`src/rtl/rk4s_pkg.sv`:
```
`default_nettype none

package rk4s_pkg;

    // Field and register widths of the block's ports
    localparam int FIELD_W       = 64;
    localparam int ENERGY_W      = 64;
    localparam int STEP_SIZE_W   = 41;
    localparam int CFG_DATA_W    = 64;
    localparam int CFG_IDX_W     = 1;

    localparam logic [STEP_SIZE_W-1:0] STEP_SIZE_RESET = 41'd1099511628;

    // Default fixed-point format (Q23.40 in a 64-bit word)
    localparam int WORD_BITS_DEF = 64;
    localparam int FRAC_BITS_DEF = 40;

    // Configuration register indexes
    localparam logic [CFG_IDX_W-1:0] CFG_ENERGY    = 1'b0;
    localparam logic [CFG_IDX_W-1:0] CFG_STEP_SIZE = 1'b1;

    // Shared unit operations
    localparam int OP_W = 3;
    localparam logic [OP_W-1:0] OP_ADD  = 3'd0;
    localparam logic [OP_W-1:0] OP_SUB  = 3'd1;
    localparam logic [OP_W-1:0] OP_HALF = 3'd2;
    localparam logic [OP_W-1:0] OP_MUL  = 3'd3;
    localparam logic [OP_W-1:0] OP_DIV6 = 3'd4;

    // Working register codes (operand sources and destinations)
    localparam int SEL_W = 5;
    localparam logic [SEL_W-1:0] R_X   = 5'd0;
    localparam logic [SEL_W-1:0] R_P   = 5'd1;
    localparam logic [SEL_W-1:0] R_S   = 5'd2;
    localparam logic [SEL_W-1:0] R_E   = 5'd3;
    localparam logic [SEL_W-1:0] R_DX  = 5'd4;
    localparam logic [SEL_W-1:0] R_T   = 5'd5;
    localparam logic [SEL_W-1:0] R_U   = 5'd6;
    localparam logic [SEL_W-1:0] R_XE  = 5'd7;
    localparam logic [SEL_W-1:0] R_XME = 5'd8;
    localparam logic [SEL_W-1:0] R_XEE = 5'd9;
    localparam logic [SEL_W-1:0] R_K1  = 5'd10;
    localparam logic [SEL_W-1:0] R_K2  = 5'd11;
    localparam logic [SEL_W-1:0] R_K3  = 5'd12;
    localparam logic [SEL_W-1:0] R_K4  = 5'd13;
    localparam logic [SEL_W-1:0] R_L1  = 5'd14;
    localparam logic [SEL_W-1:0] R_L2  = 5'd15;
    localparam logic [SEL_W-1:0] R_L3  = 5'd16;
    localparam logic [SEL_W-1:0] R_L4  = 5'd17;

    // Program counter of one integration step
    localparam int STEP_W = 6;
    localparam logic [STEP_W-1:0] LAST_STEP = 6'd45;

    typedef struct packed {
        logic [OP_W-1:0]  op;
        logic [SEL_W-1:0] sa;
        logic [SEL_W-1:0] sb;
        logic [SEL_W-1:0] dst;
    } uop_t;

    typedef struct packed {
        logic            start;
        logic [OP_W-1:0] op;
    } alu_req_t;

    typedef struct packed {
        logic done;
        logic sat;
    } alu_rsp_t;

    function automatic uop_t mk_uop(input logic [OP_W-1:0] op, input logic [SEL_W-1:0] sa,
                                    input logic [SEL_W-1:0] sb, input logic [SEL_W-1:0] dst);
        uop_t u;
        u.op  = op;
        u.sa  = sa;
        u.sb  = sb;
        u.dst = dst;
        return u;
    endfunction

    // Microcode of one RK4 step; T and U are scratch registers
    function automatic uop_t rk4s_uop(input logic [STEP_W-1:0] idx);
        uop_t u;
        unique case (idx)
            // midpoint and end positions, offsets from the energy
            6'd0:  u = mk_uop(OP_HALF, R_DX,  R_DX, R_T);
            6'd1:  u = mk_uop(OP_ADD,  R_X,   R_T,  R_U);
            6'd2:  u = mk_uop(OP_ADD,  R_X,   R_DX, R_XE);
            6'd3:  u = mk_uop(OP_SUB,  R_U,   R_E,  R_XME);
            6'd4:  u = mk_uop(OP_SUB,  R_XE,  R_E,  R_XEE);
            // k1, l1
            6'd5:  u = mk_uop(OP_SUB,  R_X,   R_E,  R_T);
            6'd6:  u = mk_uop(OP_MUL,  R_T,   R_P,  R_T);
            6'd7:  u = mk_uop(OP_ADD,  R_T,   R_T,  R_T);
            6'd8:  u = mk_uop(OP_MUL,  R_DX,  R_T,  R_K1);
            6'd9:  u = mk_uop(OP_MUL,  R_DX,  R_S,  R_L1);
            // k2
            6'd10: u = mk_uop(OP_HALF, R_L1,  R_L1, R_T);
            6'd11: u = mk_uop(OP_ADD,  R_P,   R_T,  R_T);
            6'd12: u = mk_uop(OP_MUL,  R_XME, R_T,  R_T);
            6'd13: u = mk_uop(OP_ADD,  R_T,   R_T,  R_T);
            6'd14: u = mk_uop(OP_MUL,  R_DX,  R_T,  R_K2);
            // l2
            6'd15: u = mk_uop(OP_HALF, R_K1,  R_K1, R_T);
            6'd16: u = mk_uop(OP_ADD,  R_S,   R_T,  R_T);
            6'd17: u = mk_uop(OP_MUL,  R_DX,  R_T,  R_L2);
            // k3
            6'd18: u = mk_uop(OP_HALF, R_L2,  R_L2, R_T);
            6'd19: u = mk_uop(OP_ADD,  R_P,   R_T,  R_T);
            6'd20: u = mk_uop(OP_MUL,  R_XME, R_T,  R_T);
            6'd21: u = mk_uop(OP_ADD,  R_T,   R_T,  R_T);
            6'd22: u = mk_uop(OP_MUL,  R_DX,  R_T,  R_K3);
            // l3
            6'd23: u = mk_uop(OP_HALF, R_K2,  R_K2, R_T);
            6'd24: u = mk_uop(OP_ADD,  R_S,   R_T,  R_T);
            6'd25: u = mk_uop(OP_MUL,  R_DX,  R_T,  R_L3);
            // k4
            6'd26: u = mk_uop(OP_ADD,  R_P,   R_L3, R_T);
            6'd27: u = mk_uop(OP_MUL,  R_XEE, R_T,  R_T);
            6'd28: u = mk_uop(OP_ADD,  R_T,   R_T,  R_T);
            6'd29: u = mk_uop(OP_MUL,  R_DX,  R_T,  R_K4);
            // l4
            6'd30: u = mk_uop(OP_ADD,  R_S,   R_K3, R_T);
            6'd31: u = mk_uop(OP_MUL,  R_DX,  R_T,  R_L4);
            // new slope
            6'd32: u = mk_uop(OP_ADD,  R_K2,  R_K2, R_T);
            6'd33: u = mk_uop(OP_ADD,  R_K1,  R_T,  R_T);
            6'd34: u = mk_uop(OP_ADD,  R_K3,  R_K3, R_U);
            6'd35: u = mk_uop(OP_ADD,  R_U,   R_K4, R_U);
            6'd36: u = mk_uop(OP_ADD,  R_T,   R_U,  R_T);
            6'd37: u = mk_uop(OP_DIV6, R_T,   R_T,  R_T);
            6'd38: u = mk_uop(OP_ADD,  R_S,   R_T,  R_S);
            // new wave value
            6'd39: u = mk_uop(OP_ADD,  R_L2,  R_L2, R_T);
            6'd40: u = mk_uop(OP_ADD,  R_L1,  R_T,  R_T);
            6'd41: u = mk_uop(OP_ADD,  R_L3,  R_L3, R_U);
            6'd42: u = mk_uop(OP_ADD,  R_U,   R_L4, R_U);
            6'd43: u = mk_uop(OP_ADD,  R_T,   R_U,  R_T);
            6'd44: u = mk_uop(OP_DIV6, R_T,   R_T,  R_T);
            6'd45: u = mk_uop(OP_ADD,  R_P,   R_T,  R_P);
            default: u = mk_uop(OP_ADD, R_T,  R_T,  R_T);
        endcase
        return u;
    endfunction

endpackage

`default_nettype wire

```
`src/rtl/rk4s_alu.sv`:
```
`default_nettype none

module rk4s_alu
    import rk4s_pkg::*;
#(
    parameter int WORD_BITS = WORD_BITS_DEF,
    parameter int FRAC_BITS = FRAC_BITS_DEF
)
(
    input  wire logic                        clk,
    input  wire logic                        rst_n,
    input  wire alu_req_t                    req,
    input  wire logic signed [WORD_BITS-1:0] a,
    input  wire logic signed [WORD_BITS-1:0] b,
    output alu_rsp_t                         rsp,
    output logic signed [WORD_BITS-1:0]      result
);

    localparam int W         = WORD_BITS;
    localparam int HW        = (W + 1) / 2;
    localparam int ACC_W     = 2 * W;
    localparam int MUL_LAST  = 5;
    localparam int CNT_W     = $clog2(MUL_LAST + 1);

    localparam logic [W-1:0]     WMAX_U     = {1'b0, {(W-1){1'b1}}};
    localparam logic [W-1:0]     WMIN_U     = {1'b1, {(W-1){1'b0}}};
    localparam logic [ACC_W-1:0] ROUND_HALF = ACC_W'(1) << (FRAC_BITS - 1);
    // ceil(2^W / 3): exact floor division by three for operands below 2^(W-1)
    localparam logic [W-1:0]     RECIP3     = W'(((ACC_W'(1) << W) + ACC_W'(2)) / ACC_W'(3));

    logic              busy_reg;
    logic [OP_W-1:0]   op_reg;
    logic [CNT_W-1:0]  cnt_reg;
    logic [W-1:0]      ma_reg;
    logic [W-1:0]      mb_reg;
    logic              neg_reg;
    logic [2*HW-1:0]   pp_reg;
    logic [ACC_W-1:0]  acc_reg;

    logic [W:0]        sum_ext;
    logic [W:0]        diff_ext;
    logic [W:0]        as_ext;
    logic              as_ovf;
    logic [W-1:0]      as_res;
    logic [W:0]        half_inc;
    logic [W-1:0]      half_res;

    logic [W-1:0]      mag_a;
    logic [W-1:0]      mag_b;
    logic              multi_start;
    logic [HW-1:0]     fa;
    logic [HW-1:0]     fb;
    logic [2*HW-1:0]   pp_next;
    logic [ACC_W-1:0]  pp_ext;
    logic [ACC_W-1:0]  pp_shift;
    logic [ACC_W-1:0]  mq;
    logic [ACC_W-1:0]  mlim;
    logic              m_ovf;
    logic [W-1:0]      m_mag;
    logic [W-1:0]      mul_res;

    logic [W:0]        div_num;
    logic [W-1:0]      div_q;
    logic [W-1:0]      div_res;

    logic              mul_done;
    logic              div_done;

    // Saturating add and subtract, rounded halving
    always_comb
    begin
        sum_ext  = {a[W-1], a} + {b[W-1], b};
        diff_ext = {a[W-1], a} - {b[W-1], b};
        as_ext   = (req.op == OP_SUB) ? diff_ext : sum_ext;
        as_ovf   = as_ext[W] != as_ext[W-1];
        as_res   = as_ovf ? (as_ext[W] ? WMIN_U : WMAX_U) : as_ext[W-1:0];
        half_inc = {1'b0, a} + (W+1)'(1);
        half_res = a[W-1] ? {a[W-1], a[W-1:1]} : half_inc[W:1];
    end

    // Operand magnitudes and the partial product of this cycle
    always_comb
    begin
        mag_a       = a[W-1] ? (~a + 1'b1) : a;
        mag_b       = b[W-1] ? (~b + 1'b1) : b;
        multi_start = req.start && ((req.op == OP_MUL) || (req.op == OP_DIV6));
        fa          = cnt_reg[1] ? HW'(ma_reg[W-1:HW]) : ma_reg[HW-1:0];
        fb          = cnt_reg[0] ? HW'(mb_reg[W-1:HW]) : mb_reg[HW-1:0];
        pp_next     = (2*HW)'(fa) * (2*HW)'(fb);
        pp_ext      = ACC_W'(pp_reg);
        case (cnt_reg)
            CNT_W'(1): pp_shift = pp_ext;
            CNT_W'(2): pp_shift = pp_ext << HW;
            CNT_W'(3): pp_shift = pp_ext << HW;
            CNT_W'(4): pp_shift = pp_ext << (2 * HW);
            default:   pp_shift = '0;
        endcase
    end

    // Round-to-nearest product is already in the accumulator; scale and clamp
    always_comb
    begin
        mq      = acc_reg >> FRAC_BITS;
        mlim    = ACC_W'(WMAX_U) + ACC_W'(neg_reg);
        m_ovf   = mq > mlim;
        m_mag   = mq[W-1:0];
        if (m_ovf)
        begin
            mul_res = neg_reg ? WMIN_U : WMAX_U;
        end
        else
        begin
            mul_res = neg_reg ? (~m_mag + 1'b1) : m_mag;
        end
    end

    // Divide by six: halve the rounded magnitude, multiply by RECIP3, keep the upper word
    always_comb
    begin
        div_num = (W+1)'(mag_a) + (W+1)'(3);
        div_q   = acc_reg[ACC_W-1:W];
        div_res = neg_reg ? (~div_q + 1'b1) : div_q;
    end

    assign mul_done = busy_reg && (op_reg == OP_MUL) && (cnt_reg == CNT_W'(MUL_LAST));
    assign div_done = busy_reg && (op_reg == OP_DIV6) && (cnt_reg == CNT_W'(MUL_LAST));

    // Sequence the multi-cycle operations
    always_ff @(posedge clk or negedge rst_n)
    begin
        if (!rst_n)
        begin
            busy_reg <= 1'b0;
            op_reg   <= OP_ADD;
            cnt_reg  <= '0;
        end
        else if (multi_start)
        begin
            busy_reg <= 1'b1;
            op_reg   <= req.op;
            cnt_reg  <= '0;
        end
        else if (mul_done || div_done)
        begin
            busy_reg <= 1'b0;
        end
        else if (busy_reg)
        begin
            cnt_reg <= cnt_reg + 1'b1;
        end
    end

    // Shared multiplier datapath
    always_ff @(posedge clk)
    begin
        if (multi_start)
        begin
            if (req.op == OP_MUL)
            begin
                ma_reg  <= mag_a;
                mb_reg  <= mag_b;
                neg_reg <= a[W-1] != b[W-1];
            end
            else
            begin
                ma_reg  <= div_num[W:1];
                mb_reg  <= RECIP3;
                neg_reg <= a[W-1];
            end
        end
        else if (busy_reg)
        begin
            pp_reg <= pp_next;
            if (cnt_reg == '0)
            begin
                acc_reg <= (op_reg == OP_MUL) ? ROUND_HALF : '0;
            end
            else
            begin
                acc_reg <= acc_reg + pp_shift;
            end
        end
    end

    // Select the finished result
    always_comb
    begin
        rsp.done = 1'b0;
        rsp.sat  = 1'b0;
        result   = as_res;
        if (busy_reg)
        begin
            rsp.done = mul_done || div_done;
            if (op_reg == OP_MUL)
            begin
                result  = mul_res;
                rsp.sat = m_ovf;
            end
            else
            begin
                result = div_res;
            end
        end
        else
        begin
            unique case (req.op)
                OP_ADD, OP_SUB:
                begin
                    rsp.done = req.start;
                    rsp.sat  = as_ovf;
                    result   = as_res;
                end
                OP_HALF:
                begin
                    rsp.done = req.start;
                    result   = half_res;
                end
                default:
                begin
                    rsp.done = 1'b0;
                    result   = as_res;
                end
            endcase
        end
    end

endmodule

`default_nettype wire

```
`config.mk`:
```
export PLATFORM = sky130hd
export DESIGN_NAME = rk4s_alu
export DESIGN_NICKNAME = d
export VERILOG_FILES = /design/src/rtl/rk4s_pkg.sv /design/src/rtl/rk4s_alu.sv
export SDC_FILE = /design/constraint.sdc
export NUM_CORES = 2
export LEC_CHECK = 0
export BUFFER_PORTS_ARGS = -buffer_cell sky130_fd_sc_hd__buf_2
export CORE_ASPECT_RATIO = 0.8
export CORE_MARGIN = 8
export CORE_UTILIZATION = 35
export DETAILED_ROUTE_END_ITERATION = 8
export GPL_TIMING_DRIVEN = 0
export REMOVE_ABC_BUFFERS = 1
export SLEW_MARGIN = 5
export SYNTH_ARGS = -nofsm -noshare
export SYNTH_HDL_FRONTEND = slang
export SYNTH_SLANG_ARGS = --single-unit
```
`constraint.sdc`:
```
create_clock -name clk -period 10.4 [get_ports clk]
set_clock_uncertainty 0.2 [all_clocks]
set_input_delay 1.56 -clock clk [delete_from_list [all_inputs] [get_ports clk]]
set_output_delay 1.56 -clock clk [all_outputs]
set_load 0.01 [all_outputs]
```
# ---- After elaboration in Yosys (flattened, before gate mapping)
# Cells that the tools add are included.
dict set report word_totals {
  reg_bits 328
  latchBits 0
  mem_bits_rw 0
  mem_bits_ro 0
  input_bits 134
  output_inout_bits 66
  wordCells 87
  memories 0
}
dict set report classes {
  n_addsub 11
  multipliers 1
  div_mod_pow 0
  n_lt_le_gt_ge 1
  eq_ne 14
  n_shift 0
  n_mux 29
  bitwise_logic 5
  reduce_logical 17
}
# op n
set ops {}
lappend ops {{64-bit two-way mux} 12}
lappend ops {{128-bit one-hot mux with 3 select lines} 1}
lappend ops {{64-bit by 1-bit adder with 64-bit output (second input constant)} 4}
lappend ops {{64-bit inverter} 4}
lappend ops {{128-bit adder} 1}
lappend ops {{128-bit two-way mux} 1}
lappend ops {{88-bit by 64-bit > comparator with 1-bit output} 1}
lappend ops {{64-bit by 1-bit adder with 65-bit output (second input constant)} 1}
lappend ops {{64-bit by 2-bit adder with 65-bit output (second input constant)} 1}
lappend ops {{64-bit by 64-bit adder with 65-bit output} 1}
lappend ops {{65-bit two-way mux} 1}
lappend ops {{64-bit by 64-bit subtractor with 65-bit output} 1}
lappend ops {{63-bit by 1-bit adder with 64-bit output (first input constant)} 1}
lappend ops {{32-bit by 32-bit multiplier with 64-bit output} 1}
lappend ops {{32-bit two-way mux} 2}
lappend ops {{63-bit two-way mux} 1}
lappend ops {{40-bit two-way mux} 1}
lappend ops {{3-bit by 2-bit == test with 1-bit output (second input constant)} 5}
lappend ops {{3-bit == test (second input constant)} 4}
lappend ops {{3-bit two-way mux} 3}
lappend ops {{3-bit by 1-bit == test with 1-bit output (second input constant)} 2}
lappend ops {{3-bit zero test} 2}
lappend ops {{1-bit two-way mux} 6}
lappend ops {{2-bit AND reduction} 3}
lappend ops {{10 further kinds} 18}

# ---- Depth between registers and ports, before layout
dict set report depth {
  depth_word 6
  mapped_depth 36
}

# ---- Worst setup path after synthesis
# OpenSTA, ideal clock, no wires.
dict set report synth_timing {
  kind {input-to-reg}
  start {in req[1] (netlist name)}
  end {reg acc_reg[0], enable pin}
  setup_time_ps 2485
  arrival_time_ps 23639
  slack_ps -15924
  stages 6
  path_cell_list {clkbuf_1 nand2_1 or2_2 clkbuf_1 a21boi_1 nor2_1}
}
dict set report synth_between {
  elab_chain_cells 5
  elab_cells_between_ends 6
  classes_between {2 x eq/ne; 1 x bitwise; 3 x reduce/logical}
}
# element line_no
set synth_lines {}
lappend synth_lines {{start: declaration} rk4s_alu.sv:12} ;# input wire alu_req_t req,
lappend synth_lines {{3-bit by 2-bit == test with 1-bit output or 3-bit == test (tied branches)} rk4s_alu.sv:86} ;# multi_start = req.start && ((req.op == OP_MUL) || (req.op == OP_DIV6));
lappend synth_lines {{1-bit logical OR *} rk4s_alu.sv:86}
lappend synth_lines {{1-bit logical AND *} rk4s_alu.sv:86}
lappend synth_lines {{via multi_start} rk4s_alu.sv:50} ;# logic multi_start;
lappend synth_lines {{1-bit inverter (no source line) *} -}
lappend synth_lines {{2-bit AND reduction (no source line) *} -}
lappend synth_lines {{end signal: assignment} rk4s_alu.sv:176} ;# acc_reg <= (op_reg == OP_MUL) ? ROUND_HALF : '0;
lappend synth_lines {{end signal: assignment} rk4s_alu.sv:180} ;# acc_reg <= acc_reg + pp_shift;
lappend synth_lines {{end: declaration} rk4s_alu.sv:38} ;# logic [ACC_W-1:0] acc_reg;
# Mark *: on every way through the listed nets, which the timed path passes. The rest lies on a longest branch.
# A chain may end at the register's enable or synchronous reset.

# ---- Worst setup path after layout
dict set report layout_timing {
  start {in b[0]}
  end {out result[12]}
}
dict set report layout_between {
  elab_chain_cells 6
  elab_cells_between_ends 8
  classes_between {2 x add/sub; 1 x eq/ne; 5 x mux}
}
# element line_no
set layout_lines {}
lappend layout_lines {{start: declaration} rk4s_alu.sv:14} ;# input wire logic signed [WORD_BITS-1:0] b,
lappend layout_lines {{64-bit by 64-bit adder with 65-bit output or 64-bit by 64-bit subtractor with 65-bit output (tied branches)} {rk4s_alu.sv:72, rk4s_alu.sv:73}}
lappend layout_lines {{65-bit two-way mux *} rk4s_alu.sv:74} ;# as_ext = (req.op == OP_SUB) ? diff_ext : sum_ext;
lappend layout_lines {{64-bit two-way mux or 1-bit inequality test (tied branches)} {rk4s_alu.sv:76, rk4s_alu.sv:75}}
lappend layout_lines {{64-bit two-way mux *} rk4s_alu.sv:76} ;# as_res = as_ovf ? (as_ext[W] ? WMIN_U : WMAX_U) : as_ext[W-1:0];
lappend layout_lines {{64-bit two-way mux *} rk4s_alu.sv:206} ;# unique case (req.op)
lappend layout_lines {{64-bit two-way mux *} rk4s_alu.sv:191} ;# if (busy_reg)
lappend layout_lines {{end: declaration} rk4s_alu.sv:16} ;# output logic signed [WORD_BITS-1:0] result
# Mark *: on every way between the ends. The rest lies on a longest branch, timed or not.

==> impl_summary.log <==
[metrics] clock buffer depth: 3
[metrics] first-iteration detailed-routing DRC count: between 8k and 9k
[metrics] type of origin of the critical path: input port
[metrics] total length of routed wires: between 200000 and 300000 um
[metrics] summed instance area of the synthesized netlist: 71000 um^2
[metrics] total routing usage reported by global routing: between 20% and 30%
[metrics] H-tree levels: 2
[metrics] fraction of registers with async set or reset after synthesis: 2.13%
[metrics] routed length on met3: 36800 um
[metrics] average cell area after synthesis: 8.21 um^2
[metrics] cell at the root of the clock tree: sky130_fd_sc_hd__clkbuf_16
[metrics] met2 wire len: 121000 um
[metrics] count of synthesis-stage warnings from yosys: 0
[metrics] number of slew-limit violations in the final report: 0
[metrics] post-synthesis sequential area ratio: 13.8%
[metrics] most used flip-flop cell after synthesis: sky130_fd_sc_hd__edfxtp_1
[metrics] antenna viol nets, final: 0
[metrics] crit path kind: input port to output pin
[metrics] post-place instance area: between 70000 and 80000 um^2
[metrics] Slew HR: roughly 1.7%
[metrics] final RePlAce weighted congestion: slightly below 1
[metrics] shortest period the worst path allows: 10.32 ns
[metrics] largest area contributor in the synthesized netlist: sky130_fd_sc_hd__fa_1
[metrics] core region area: 203000 um^2
[metrics] Die Outline Area: roughly 220000 um^2
[metrics] routed length per placed instance: 26.3 um
[metrics] residual overflow from global routing: 0
[metrics] number of top-level design ports: 200
[metrics] Worst EP required: 8.64 ns
[metrics] cells on worst reg2reg path: 29
[metrics] clock buffer count from CTS: 37
[metrics] maximum number of pins on one net before global-route repair: 90
[metrics] ratio of final minimum period to clock period: 99.2%
[metrics] post-detailed-route DRC marker count: 0
[metrics] via count: between 60k and 70k
[metrics] proportion of layout cells with a drive suffix above 1: 7.61%
[metrics] Area Growth Syn to Fin: 10.7%
[metrics] highest routed metal layer: met5
[metrics] most frequent cells after synthesis: sky130_fd_sc_hd__nor2_1, sky130_fd_sc_hd__inv_1, sky130_fd_sc_hd__nand2_1
[metrics] horizontal die dimension: about 520 um
[metrics] detailed-route vias per instance: around 5.9
[metrics] critical path data arrival time: 8.56 ns
[metrics] number of cells on the worst hold path: 2
[metrics] hold buffer count at CTS: 0
[metrics] vertical die dimension: between 400 and 500 um
[metrics] # port buffers: 199
[metrics] global-route wire length before repair: 430000 um
[metrics] total iterations of the first detailed-routing run: 6
[metrics] number of flip-flops in the largest register: ~130
[metrics] gate count of the mapped netlist: approximately 8.6k
[metrics] floorplan row count: around 150
[metrics] largest cells by area after synthesis: sky130_fd_sc_hd__fa_1, sky130_fd_sc_hd__edfxtp_1, sky130_fd_sc_hd__ha_1
[metrics] peak clock frequency supported by timing: 96.9 MHz
[metrics] origin of the critical flop-to-flop path: cnt_reg[0]
[metrics] kind of end point of the critical path: output pin
[metrics] failing checks: max-capacitance violations
[metrics] clock input transition at the sequential cells of the worst setup and hold paths: 0.07 ns
[metrics] Starting Density: 35.1%
[metrics] run status: finished, violations left
[metrics] startpoint of the most critical setup path: b[0]
[metrics] via count of the first global-routing pass: 64.6k
[metrics] total number of nets in the final design: 10.1k
[metrics] number of hold violations in the final report: 0
[metrics] share of the synthesized area in the top cell type: roughly a quarter
[metrics] Hold/Removal Path Class: flip-flop to flip-flop
[metrics] Yosys reg bits: 328
[metrics] number of enable-type register cells in the synthesized netlist: 321
[metrics] fin area: 78600 um^2
[metrics] initial antenna violation count: 59
[metrics] final count of negative-setup-slack endpoints: 0
[metrics] Critical Path Fanout Max: 10
[metrics] number of different library cells in the post-synthesis netlist: 98
[metrics] TritonCTS sink count: roughly 330
[metrics] sum of net half-perimeters after detailed placement: 241000 um
[metrics] leading cell type by number of instances after synthesis: sky130_fd_sc_hd__nor2_1
[metrics] clock network latency to the later pin of the worst-skew pair: 0.62 ns
[metrics] critical hold path startpoint: op_reg[1]
[metrics] transition time at the pin with the least slew margin: roughly 1.5 ns
[metrics] max-cap violations: 1
[metrics] routed length on met1: 124000 um
[metrics] TritonCTS clock tree: built
-- per-layer routing --
| metal | GRT usage (%) | vias to the layer above |
|---|---|---|
| met3 | 7.26 | 615 |
| met2 | 37.5 | 4065 |
| met5 | 0 | - |
| li1 | - | 28900 |
| met1 | 36.8 | 33500 |
| met4 | 11.4 | 18 |
-- stage by stage --
| step | instances | setup TNS (ns) | setup slack [ns] | hold WS, ns | util, % |
|---|---|---|---|---|---|
| after detailed placement | 11100 | -48.10 | -1.13 | 0.340 | 37.7 |
| final | 11300 | 0 | 0.0804 | 0.359 | 38.8 |
| after CTS | 11200 | 0 | 0.00140 | 0.357 | 38.5 |
| after global routing | 11300 | -0.0129 | -0.00846 | 0.378 | 38.8 |
| after global placement | 11000 | -8334.39 | -38.44 | 0.308 | 36.3 |
| after floorplan | 8145 | -3135.02 | -16.10 | 0.289 | - |
-- layout by cell type (no fill, tap or decap), types with 50 or more instances in the layout --
master / count
sky130_fd_sc_hd__nand2_1: 947
sky130_fd_sc_hd__and2_1: 63
sky130_fd_sc_hd__a31oi_1: 68
sky130_fd_sc_hd__a22o_1: 68
sky130_fd_sc_hd__a21oi_1: 498
sky130_fd_sc_hd__mux2i_4: 52
sky130_fd_sc_hd__buf_2: 198
sky130_fd_sc_hd__nor3_1: 118
sky130_fd_sc_hd__xnor2_1: 278
sky130_fd_sc_hd__buf_16: 55
sky130_fd_sc_hd__a21o_1: 188
sky130_fd_sc_hd__edfxtp_1: 321
sky130_fd_sc_hd__o21bai_1: 61
sky130_fd_sc_hd__nand4_1: 117
sky130_fd_sc_hd__fa_1: 898
sky130_fd_sc_hd__o21ai_0: 371
sky130_fd_sc_hd__inv_1: 1040
sky130_fd_sc_hd__xor2_1: 275
sky130_fd_sc_hd__nand3_1: 115
sky130_fd_sc_hd__and3_1: 79
sky130_fd_sc_hd__ha_1: 523
sky130_fd_sc_hd__o31ai_1: 96
sky130_fd_sc_hd__or3_1: 75
sky130_fd_sc_hd__nor2b_1: 50
sky130_fd_sc_hd__nor2_1: 1047
-- what timing repair did --
| item | CTS | global route |
|---|---|---|
| endpoints found under the hold margin | 0 | 0 |
| pin swaps | 4 | 8 |
| cloned | 1 | 1 |
| endpoints found under the setup margin | 73 | 72 |
| buffers inserted | 13 | 23 |
| resized for setup | 43 | 59 |
-- cell type report --
| class | count | area [um^2] |
|---|---|---|
| antenna | 35 | 87.6 |
| clock buffer | 48 | 988 |
| clock inverter | 19 | 203 |
| fill | 20700 | 124000 |
| inverter | 1042 | 3910 |
| multi-input combinational | 6776 | 56600 |
| sequential | 328 | 9830 |
| tap | 2700 | 3380 |
| timing repair buffer | 329 | 3580 |
-- worst paths after layout --
| path | to | slack (ns) |
|---|---|---|
| setup / recovery | result[12] | 0.08 |
| hold / removal | op_reg[1] | 0.36 |
| setup reg to reg | pp_reg[63] | 0.09 |
| hold reg to reg | op_reg[1] | 0.36 |
| max in group asynchronous | cnt_reg[1] | 9.12 |
| min in group asynchronous | op_reg[1] | 0.60 |
-- worst max-delay path: stages --
cell                      delay, ns
sky130_fd_sc_hd__buf_2         0.14
sky130_fd_sc_hd__inv_1         0.09
sky130_fd_sc_hd__ha_1          0.20
sky130_fd_sc_hd__or3b_1        0.48
sky130_fd_sc_hd__or4_4         0.58
sky130_fd_sc_hd__or4_1         0.51
sky130_fd_sc_hd__or3_1         0.41
sky130_fd_sc_hd__o31ai_1       0.26
sky130_fd_sc_hd__xor2_1        0.43
sky130_fd_sc_hd__ha_1          0.39
sky130_fd_sc_hd__a21oi_2       0.24
sky130_fd_sc_hd__nor2_1        0.11
sky130_fd_sc_hd__o31ai_2       0.35
sky130_fd_sc_hd__a31oi_1       0.21
sky130_fd_sc_hd__a31o_2        0.33
sky130_fd_sc_hd__a41oi_4       0.31
sky130_fd_sc_hd__nor4b_2       0.10
sky130_fd_sc_hd__nor2_1        0.21
sky130_fd_sc_hd__xor2_2        0.18
sky130_fd_sc_hd__buf_4         0.18
sky130_fd_sc_hd__o21ai_4       0.20
sky130_fd_sc_hd__buf_4         0.27
sky130_fd_sc_hd__a21oi_1       0.09
sky130_fd_sc_hd__o31ai_2       0.46
sky130_fd_sc_hd__buf_2         0.23
-- cells by family (layout without fill, tap and decap cells) --
logic type | after synthesis | in the layout | share of synthesized area (%)
flops | 328 | 328 | 13.8
buf+inv | 1543 | 1438 | 8.26
simple gates | 2864 | 2865 | 18.1
xor+xnor | 558 | 558 | 6.89
other cells | 0 | 35 | 0
fa+ha+maj | 1426 | 1426 | 34.6
mux | 140 | 140 | 2.09
compound gates | 1787 | 1787 | 16.2
Power is left out: the tool's default activity adds up to more than one toggle a clock period on the data nets, which glitch-free logic cannot reach.
